### config.mk
export PLATFORM = sky130hd
export DESIGN_NAME = bit_aligned_stream_copy_flat
export DESIGN_NICKNAME = d
export VERILOG_FILES = /design/src/rtl/core/bsc_pkg.sv /design/src/rtl/core/bsc_in_if.sv /design/src/rtl/core/bsc_out_if.sv /design/src/rtl/core/bit_aligned_stream_copy.sv /design/src/rtl/core/bsc_realign.sv /design/src/rtl/core/bsc_out_fifo.sv /design/src/flat_wrapper.sv
export SDC_FILE = /design/constraint.sdc
export NUM_CORES = 1
export LEC_CHECK = 0
export ABC_CLOCK_PERIOD_IN_PS = 6300
export BUFFER_PORTS_ARGS = -buffer_cell sky130_fd_sc_hd__buf_4
export CORE_ASPECT_RATIO = 1.25
export CORE_MARGIN = 10
export CORE_UTILIZATION = 25
export DETAILED_ROUTE_END_ITERATION = 16
export SLEW_MARGIN = 20
export SYNTH_ARGS = -nofsm -noshare
export SYNTH_HDL_FRONTEND = slang
export SYNTH_SLANG_ARGS = --single-unit
### constraint.sdc
create_clock -name i_clk -period 6.3 [get_ports i_clk]
set_input_delay 1.26 -clock i_clk [delete_from_list [all_inputs] [get_ports i_clk]]
set_output_delay 1.26 -clock i_clk [all_outputs]
set_load 0.05 [all_outputs]
### src/rtl/core/bsc_pkg.sv
package bsc_pkg;

    // Configuration register indexes.
    typedef enum logic [1:0] {
        CFG_SRC_OFS    = 2'd0,
        CFG_DST_OFS    = 2'd1,
        CFG_BIT_COUNT  = 2'd2,
        CFG_HEAD_BYTE  = 2'd3
    } t_cfg_idx;

    // One destination item.
    typedef struct packed {
        logic [7:0] dst_byte;
        logic       last_out;
    } t_result;

    // Output queue geometry.
    localparam int unsigned FifoDepth = 4;
    localparam int unsigned FifoPtrW  = 2;
    localparam int unsigned FifoCntW  = 3;

    // Bit positions within a byte, MSB first.
    localparam int unsigned ByteBits = 8;
    localparam logic [2:0]  OfsMask  = 3'h7;

endpackage

### src/rtl/core/bsc_in_if.sv
interface bsc_in_if;
    logic       valid;
    logic       ready;
    logic [7:0] src_byte;

    modport source (output valid, output src_byte, input ready);
    modport sink   (input valid, input src_byte, output ready);
endinterface

### src/rtl/core/bsc_out_if.sv
interface bsc_out_if;
    logic       valid;
    logic       ready;
    logic [7:0] dst_byte;
    logic       last_out;

    modport source (output valid, output dst_byte, output last_out, input ready);
    modport sink   (input valid, input dst_byte, input last_out, output ready);
endinterface

### src/rtl/core/bit_aligned_stream_copy.sv
// Bit-aligned stream copy. Moves bit_count bits from an MSB-first source byte
// stream, whose first bit sits src_bit_offset bits below bit 7 of the first
// source byte, to an MSB-first destination stream starting dst_bit_offset bits
// into the first destination byte; that byte keeps the top bits of
// dst_head_byte. Bits after the copy are zero and last_out marks the final
// destination byte. A copy starts on the first source item after reset or
// after the previous copy ends, and the registers are sampled at that point.
// One source item is accepted per clock; its destination items are computed
// in the same cycle and placed in a four-entry output queue. Most items give
// one destination item, so the rate is one item per cycle; the last item of a
// copy may give two. The input is held off only while the output queue holds
// more than two items.
module bit_aligned_stream_copy #(
    parameter int unsigned LEN_WIDTH = 21
) (
    input  logic                                   i_clk,
    input  logic                                   i_rst_n,
    input  logic                                   i_cfg_we,
    input  logic [1:0]                             i_cfg_idx,
    input  logic [((LEN_WIDTH > 8) ? LEN_WIDTH : 8)-1:0] i_cfg_wdata,
    bsc_in_if.sink                                 i_src,
    bsc_out_if.source                              o_dst
);

    logic [2:0]           r_src_ofs;
    logic [2:0]           r_dst_ofs;
    logic [LEN_WIDTH-1:0] r_bit_count;
    logic [7:0]           r_head_byte;

    logic                 fire;
    logic                 room;
    logic [1:0]           push_cnt;
    bsc_pkg::t_result     res0;
    bsc_pkg::t_result     res1;

    // Configuration registers.
    always_ff @(posedge i_clk) begin
        if (!i_rst_n) begin
            r_src_ofs   <= '0;
            r_dst_ofs   <= '0;
            r_bit_count <= LEN_WIDTH'(8);
            r_head_byte <= '0;
        end else if (i_cfg_we) begin
            unique case (bsc_pkg::t_cfg_idx'(i_cfg_idx))
                bsc_pkg::CFG_SRC_OFS:   r_src_ofs   <= i_cfg_wdata[2:0];
                bsc_pkg::CFG_DST_OFS:   r_dst_ofs   <= i_cfg_wdata[2:0];
                bsc_pkg::CFG_BIT_COUNT: r_bit_count <= i_cfg_wdata[LEN_WIDTH-1:0];
                bsc_pkg::CFG_HEAD_BYTE: r_head_byte <= i_cfg_wdata[7:0];
                default: ;
            endcase
        end
    end

    assign i_src.ready = room;
    assign fire        = i_src.valid && room;

    bsc_realign #(
        .LEN_WIDTH (LEN_WIDTH)
    ) u_realign (
        .i_clk       (i_clk),
        .i_rst_n     (i_rst_n),
        .i_fire      (fire),
        .i_src_byte  (i_src.src_byte),
        .i_src_ofs   (r_src_ofs),
        .i_dst_ofs   (r_dst_ofs),
        .i_bit_count (r_bit_count),
        .i_head_byte (r_head_byte),
        .o_push_cnt  (push_cnt),
        .o_res0      (res0),
        .o_res1      (res1)
    );

    bsc_out_fifo u_out_fifo (
        .i_clk      (i_clk),
        .i_rst_n    (i_rst_n),
        .i_push_cnt (push_cnt),
        .i_res0     (res0),
        .i_res1     (res1),
        .o_room     (room),
        .o_dst      (o_dst)
    );

endmodule

### src/rtl/core/bsc_realign.sv
module bsc_realign #(
    parameter int unsigned LEN_WIDTH = 21
) (
    input  logic                 i_clk,
    input  logic                 i_rst_n,
    input  logic                 i_fire,
    input  logic [7:0]           i_src_byte,
    input  logic [2:0]           i_src_ofs,
    input  logic [2:0]           i_dst_ofs,
    input  logic [LEN_WIDTH-1:0] i_bit_count,
    input  logic [7:0]           i_head_byte,
    output logic [1:0]           o_push_cnt,
    output bsc_pkg::t_result     o_res0,
    output bsc_pkg::t_result     o_res1
);

    // Copy state carried from one item to the next.
    logic                 r_first;
    logic [6:0]           r_pend_bits;
    logic [2:0]           r_pend_cnt;
    logic [LEN_WIDTH-1:0] r_bits_rem;

    logic [6:0]           acc;
    logic [3:0]           cnt;
    logic [LEN_WIDTH-1:0] rem;
    logic [7:0]           val;
    logic [3:0]           avail;
    logic [3:0]           take;
    logic [14:0]          acc_sh;
    logic [3:0]           cnt_sum;
    logic [2:0]           cnt_left;
    logic [LEN_WIDTH-1:0] rem_n;
    logic [6:0]           acc_left;
    logic                 full;
    logic                 done;
    logic                 tail;
    logic [7:0]           byte_full;
    logic [7:0]           byte_tail;

    // Select the starting point: a fresh copy loads the configuration.
    always_comb begin
        if (r_first) begin
            acc   = (i_dst_ofs != 3'd0)
                  ? 7'(i_head_byte >> (4'(bsc_pkg::ByteBits) - {1'b0, i_dst_ofs})) : 7'd0;
            cnt   = {1'b0, i_dst_ofs & bsc_pkg::OfsMask};
            rem   = i_bit_count;
            val   = i_src_byte & (8'hFF >> i_src_ofs);
            avail = 4'(bsc_pkg::ByteBits) - {1'b0, i_src_ofs};
        end else begin
            acc   = r_pend_bits;
            cnt   = {1'b0, r_pend_cnt};
            rem   = r_bits_rem;
            val   = i_src_byte;
            avail = 4'(bsc_pkg::ByteBits);
        end
    end

    // Merge the taken source bits below the pending bits.
    always_comb begin
        take      = (LEN_WIDTH'(avail) < rem) ? avail : rem[3:0];
        acc_sh    = (15'(acc) << take) | 15'(val >> (avail - take));
        cnt_sum   = cnt + take;
        rem_n     = rem - LEN_WIDTH'(take);
        full      = cnt_sum[3];
        cnt_left  = cnt_sum[2:0];
        done      = (rem_n == '0);
        tail      = done && (cnt_left != 3'd0);
        byte_full = 8'(acc_sh >> cnt_left);
        acc_left  = 7'(acc_sh & ((15'd1 << cnt_left) - 15'd1));
        byte_tail = 8'(15'(acc_left) << (4'(bsc_pkg::ByteBits) - {1'b0, cnt_left}));
    end

    // Pack the produced items so that the first one is always in slot zero.
    always_comb begin
        o_res0.dst_byte = byte_full;
        o_res0.last_out = done && (cnt_left == 3'd0);
        o_res1.dst_byte = byte_tail;
        o_res1.last_out = 1'b1;
        o_push_cnt      = 2'd0;
        if (i_fire) begin
            if (full && tail) begin
                o_push_cnt = 2'd2;
            end else if (full) begin
                o_push_cnt = 2'd1;
            end else if (tail) begin
                o_push_cnt = 2'd1;
                o_res0     = o_res1;
            end
        end
    end

    // State update on each accepted item.
    always_ff @(posedge i_clk) begin
        if (!i_rst_n) begin
            r_first     <= 1'b1;
            r_pend_bits <= '0;
            r_pend_cnt  <= '0;
            r_bits_rem  <= '0;
        end else if (i_fire) begin
            r_first     <= done;
            r_pend_bits <= done ? 7'd0 : acc_left;
            r_pend_cnt  <= done ? 3'd0 : cnt_left;
            r_bits_rem  <= rem_n;
        end
    end

endmodule

### src/rtl/core/bsc_out_fifo.sv
module bsc_out_fifo (
    input  logic                  i_clk,
    input  logic                  i_rst_n,
    input  logic [1:0]            i_push_cnt,
    input  bsc_pkg::t_result      i_res0,
    input  bsc_pkg::t_result      i_res1,
    output logic                  o_room,
    bsc_out_if.source             o_dst
);

    bsc_pkg::t_result                   r_mem [bsc_pkg::FifoDepth];
    logic [bsc_pkg::FifoPtrW-1:0]       r_wp;
    logic [bsc_pkg::FifoPtrW-1:0]       r_rp;
    logic [bsc_pkg::FifoCntW-1:0]       r_cnt;
    logic [bsc_pkg::FifoPtrW-1:0]       wp_next;
    logic                               pop;

    assign pop     = o_dst.valid && o_dst.ready;
    assign wp_next = r_wp + 1'b1;

    // Room for two more items means a new input item can always be taken.
    assign o_room  = (r_cnt <= bsc_pkg::FifoCntW'(bsc_pkg::FifoDepth - 2));

    assign o_dst.valid    = (r_cnt != '0);
    assign o_dst.dst_byte = r_mem[r_rp].dst_byte;
    assign o_dst.last_out = r_mem[r_rp].last_out;

    // Item storage, written one or two entries at a time.
    always_ff @(posedge i_clk) begin
        if (i_push_cnt != 2'd0) begin
            r_mem[r_wp] <= i_res0;
        end
        if (i_push_cnt == 2'd2) begin
            r_mem[wp_next] <= i_res1;
        end
    end

    // Pointers and fill count.
    always_ff @(posedge i_clk) begin
        if (!i_rst_n) begin
            r_wp  <= '0;
            r_rp  <= '0;
            r_cnt <= '0;
        end else begin
            r_wp  <= r_wp + bsc_pkg::FifoPtrW'(i_push_cnt);
            r_rp  <= r_rp + bsc_pkg::FifoPtrW'(pop);
            r_cnt <= r_cnt + bsc_pkg::FifoCntW'(i_push_cnt) - bsc_pkg::FifoCntW'(pop);
        end
    end

endmodule
### src/flat_wrapper.sv
// flat-port wrapper written by rule: the top's interface ports become plain ports
module bit_aligned_stream_copy_flat 
#(
    parameter int unsigned LEN_WIDTH = 21
)
  (i_clk, i_rst_n, i_cfg_we, i_cfg_idx, i_cfg_wdata, i_src_valid, i_src_src_byte, i_src_ready, o_dst_valid, o_dst_dst_byte, o_dst_last_out, o_dst_ready);
  bsc_in_if i_src_i ();
  bsc_out_if o_dst_i ();
  input  logic i_clk;
  input  logic i_rst_n;
  input  logic i_cfg_we;
  input  logic [1:0] i_cfg_idx;
  input  logic [((LEN_WIDTH > 8) ? LEN_WIDTH : 8)-1:0] i_cfg_wdata;
  input wire logic [$bits(i_src_i.valid)-1:0] i_src_valid;
  input wire logic [$bits(i_src_i.src_byte)-1:0] i_src_src_byte;
  output wire logic [$bits(i_src_i.ready)-1:0] i_src_ready;
  output wire logic [$bits(o_dst_i.valid)-1:0] o_dst_valid;
  output wire logic [$bits(o_dst_i.dst_byte)-1:0] o_dst_dst_byte;
  output wire logic [$bits(o_dst_i.last_out)-1:0] o_dst_last_out;
  input wire logic [$bits(o_dst_i.ready)-1:0] o_dst_ready;
  assign i_src_i.valid = i_src_valid;
  assign i_src_i.src_byte = i_src_src_byte;
  assign i_src_ready = i_src_i.ready;
  assign o_dst_valid = o_dst_i.valid;
  assign o_dst_dst_byte = o_dst_i.dst_byte;
  assign o_dst_last_out = o_dst_i.last_out;
  assign o_dst_i.ready = o_dst_ready;
  bit_aligned_stream_copy #(.LEN_WIDTH(LEN_WIDTH)) u_core (.i_clk(i_clk), .i_rst_n(i_rst_n), .i_cfg_we(i_cfg_we), .i_cfg_idx(i_cfg_idx), .i_cfg_wdata(i_cfg_wdata), .i_src(i_src_i), .o_dst(o_dst_i));
endmodule
==> metrics.md <==
| Metric | Value |
|---|---|
| Status | finished, final reports clean |
| Total track usage | 13.23% |
| H-tree levels | 3 |
| Crit Path Category | register to register |
| Commonest cells in the netlist | 124 x nand2_1, 100 x nor2_1, 78 x dfxtp_1 |
| Worst hold stages | 2 |
| Core Area | 34420 um^2 |
| Setup slack after layout | 269.9 ps |
| Worst R2R Start | u_core.r_src_ofs[2] |
| WL/cell | roughly 18 um |
| Ranking of synthesized cells by area | dfxtp_1 18%, edfxtp_1 11%, nand2_1 5.4% |
| Hold_sp | u_core.r_bit_count[0] |
| Power per cell area | 465.3 nW/um^2 |
| HP Class | register to register |
| Post-synthesis mux area share | 9.772% |
| Slew margin rel. | 33.65% |
| Element type at the critical path end | register |
| Post-Synth Adder-Cell Area | 5.823% |
| Largest area contributor in the netlist | dfxtp_1 |
| Inserted Diodes | 0 |
| Initial antenna violation count | 0 |
| Routed Antenna Nets | 0 |
| Multi-input gate area | 6121 um^2 |
| Hold_buf cts | 0 |
| Die Wd | roughly 190 um |
| Mapped Nets | 1127 |
| Final Wtd Congestion | 0.9458 |
| WL final | 29360 um |
| GRT Residual Overflow | 0 |
| Synth top area share | between 15 and 20% |
| Fmax | between 150 and 200 MHz |
| Cells on worst reg2reg path | 30 |
| Number of buffers created by CTS | 9 |
| Largest net degree at the start of global routing | 45 |
| Post-synth EDFFs | 32 |
| Ys async rst share | 0% |
| DRT Pass-1 Iters | 5 |
| CP required | 6430 ps |
| Syn_area_per_cell | 8.244 um^2 |
| Setup crit start | u_core.r_src_ofs[2] |
| Post-DR vias/cell | 5.207 |
| Die H | around 230 um |
| Max Buffers Root-to-Sink | 2 |
| Worst Tran Pin Value | 982.4 ps |
| Via Count | 8540 |
| Fin crit period | 6030 ps |
| FF/Latch Area | 2529 um^2 |
| Synth Area in XOR/XNOR | 3.027% |
| Iter 0 DRT Violations | 615 |
| Leakage | about 4.2 nW |
| CTS root buf | clkbuf_16 |
| Seq cells post-synth | between 100 and 150 |
| Simple-Gate Fraction of Synth Area | 23.23% |
| Worst-path maximum fanout | 6 |
| CTS clock-pin slew for the worst setup and hold paths | ~80 ps |
| DRC violations left | 0 |
| Synth warn | 0 |
| Yosys cell types | 89 |
| Initial Util | about a quarter |
| Non-Filler Instances | between 1500 and 2000 |
| First-pass GRT wire length | 46010 um |
| Row cnt | 76 |
| Dpl ws | -112.7 ps |
| Most common cell in the netlist | nand2_1 |
| IO Count | 47 |
| Nets | 1241 |
| Mapped cell area | 8681 um^2 |
| Compound-cell area share of the yosys netlist | 24.55% |
| Layout cells sized above 1 | 24.57% |
| Post-route cell area | 10910 um^2 |
| Fin crit share | between 90% and 100% |
| Maximum VDD drop | 0.0001821 V |
| Die area | approximately 43000 um^2 |
| Post-synthesis sequential area ratio | between 20% and 30% |
| Area Growth Syn to Fin | 25.70% |
| R2R Setup Slk | 270 ps |
| Vias in the first global route | 8395 |
| Largest family of logic cells by synthesized area | compound AO/OA/AOI/OAI gates |
| Final Max Slew Viols | 0 |
| Clock Latency Late Sink | 380 ps |
| Clock Sinks | 110 |
| Max Cap Viol | 0 |
| Crit start category | register |
| # fillers | 3672 |
| Detailed placement HPWL | 22970 um |
| Hold Vio Cnt, Final | 0 |
| Final Power | 0.005077 W |
| Synth Instances | 1053 |
| Buffers on Ports | 46 |
| DP Area | 10230 um^2 |
| CTS tree | built |
| Final setup viols | 0 |
| CP peak stage delay | between 400 and 500 ps |
| Slowest stage cell, crit path | or4b_1 |
| Main synth FF type | dfxtp_1 |
| DP Cell Count | 1616 |
| Layout Skew | 17.74 ps |
| Arr. time, crit path | 6160 ps |
-- path summary, 6_finish.rpt --
path | endpoint
worst min register to register | u_core.r_bit_count[0]
worst max-delay path | u_core.u_out_fifo.r_mem[0][5]
worst max register to register | u_core.u_out_fifo.r_mem[0][5]
worst min-delay path | u_core.r_bit_count[0]
-- power breakdown --
| group | internal (W) | total, W | leakage (nW) | switching, W |
|---|---|---|---|---|
| sequential | 0.000855 | 0.000955 | 0.950 | 0.0000999 |
| combinational | 0.00140 | 0.00350 | 3.12 | 0.00210 |
| clock | 0.000288 | 0.000620 | 0.151 | 0.000331 |
| total | 0.00254 | 0.00508 | 4.22 | 0.00253 |
-- kinds of logic after synthesis --
kind of cell | after synthesis
adders and majority gates | 38
muxes | 70
and+or+nand+nor | 405
DFF | 110
AOI/OAI and AO/OA | 306
xor gates and xnor gates | 30
buffers and inverters | 94
-- registers in the layout, indices dropped and copies added (netlist names) --
| name | cells |
|---|---|
| u_core.u_realign.r_pend_bits | 7 |
| u_core.u_out_fifo.r_rp | 2 |
| u_core.u_realign.r_bits_rem | 21 |
| u_core.r_dst_ofs | 3 |
| u_core.r_head_byte | 8 |
| u_core.u_realign.r_first | 1 |
| u_core.u_realign.r_pend_cnt | 3 |
| u_core.r_src_ofs | 3 |
| u_core.u_out_fifo.r_mem | 36 |
| u_core.r_bit_count | 21 |
| u_core.u_out_fifo.r_wp | 2 |
| u_core.u_out_fifo.r_cnt | 3 |
-- per-layer routing --
layer,wire length (um),GRT usage (%),up-vias,part of all wire [%]
met3,1105,2.137,50,3.8
met5,0,0,-,0
met4,778,4.846,0,2.7
met2,15580,24.79,208,53
li1,-,-,4185,-
met1,11890,14.60,4097,41
-- final cells by class --
class,instances,share of cell area (%)
Clock inverter,7,0.7912
Timing Repair Buffer,159,11.20
Sequential cell,110,23.17
Tap cell,468,5.366
Multi-Input combinational cell,849,56.09
Clock buffer,9,2.064
Inverter,38,1.307
-- stage by stage --
| step | hold slack (ps) | utilization, % | TNS [ps] |
|---|---|---|---|
| global route | 482.8 | 31.70 | -593.7 |
| finish | 457.5 | 31.70 | 0 |
| CTS | 459.9 | 30.68 | 0 |
| detailed placement | 447.5 | 29.71 | -2308 |
| global placement | 440.8 | 29.71 | -1.611 |
| floorplan | 429.5 | - | 0 |
-- cell usage in the layout (no fill, tap or decap), drive strengths merged, types with 7 or more instances in the layout --
cell / instances
edfxtp: 32
o21bai: 7
dfxtp: 78
nor2: 100
nand4: 16
nor4b: 9
nand2b: 11
and2: 17
a21oi: 62
nand3: 34
ha: 34
a211oi: 10
xnor2: 20
o21ai: 54
nor2b: 10
nor4: 17
o211ai: 15
inv: 39
mux2i: 45
a21o: 10
nor3: 26
a31oi: 15
a22oi: 10
buf: 159
mux4: 10
o31ai: 7
a21boi: 12
xor2: 10
o22ai: 24
clkbuf: 9
mux2: 15
o21a: 7
or2: 8
o2111ai: 7
o32ai: 8
nand2: 124
-- critical path: cells and delay by family, from the launching register on --
kind | cells | cell delay, ps
compound gates | 10 | 1680
fa+ha+maj | 4 | 1200
buf+inv | 5 | 610
flops | 1 | 330
simple gates | 11 | 1950
-- what timing repair did --
action | in CTS | in global routing
endpoints found under the hold margin | 0 | 0
pin swaps | 1 | 22
setup buffers | 0 | 8
cloned | 0 | 0
endpoints found under the setup margin | 40 | 72
resized for setup | 5 | 58
Power figures use the tool's default switching activity.
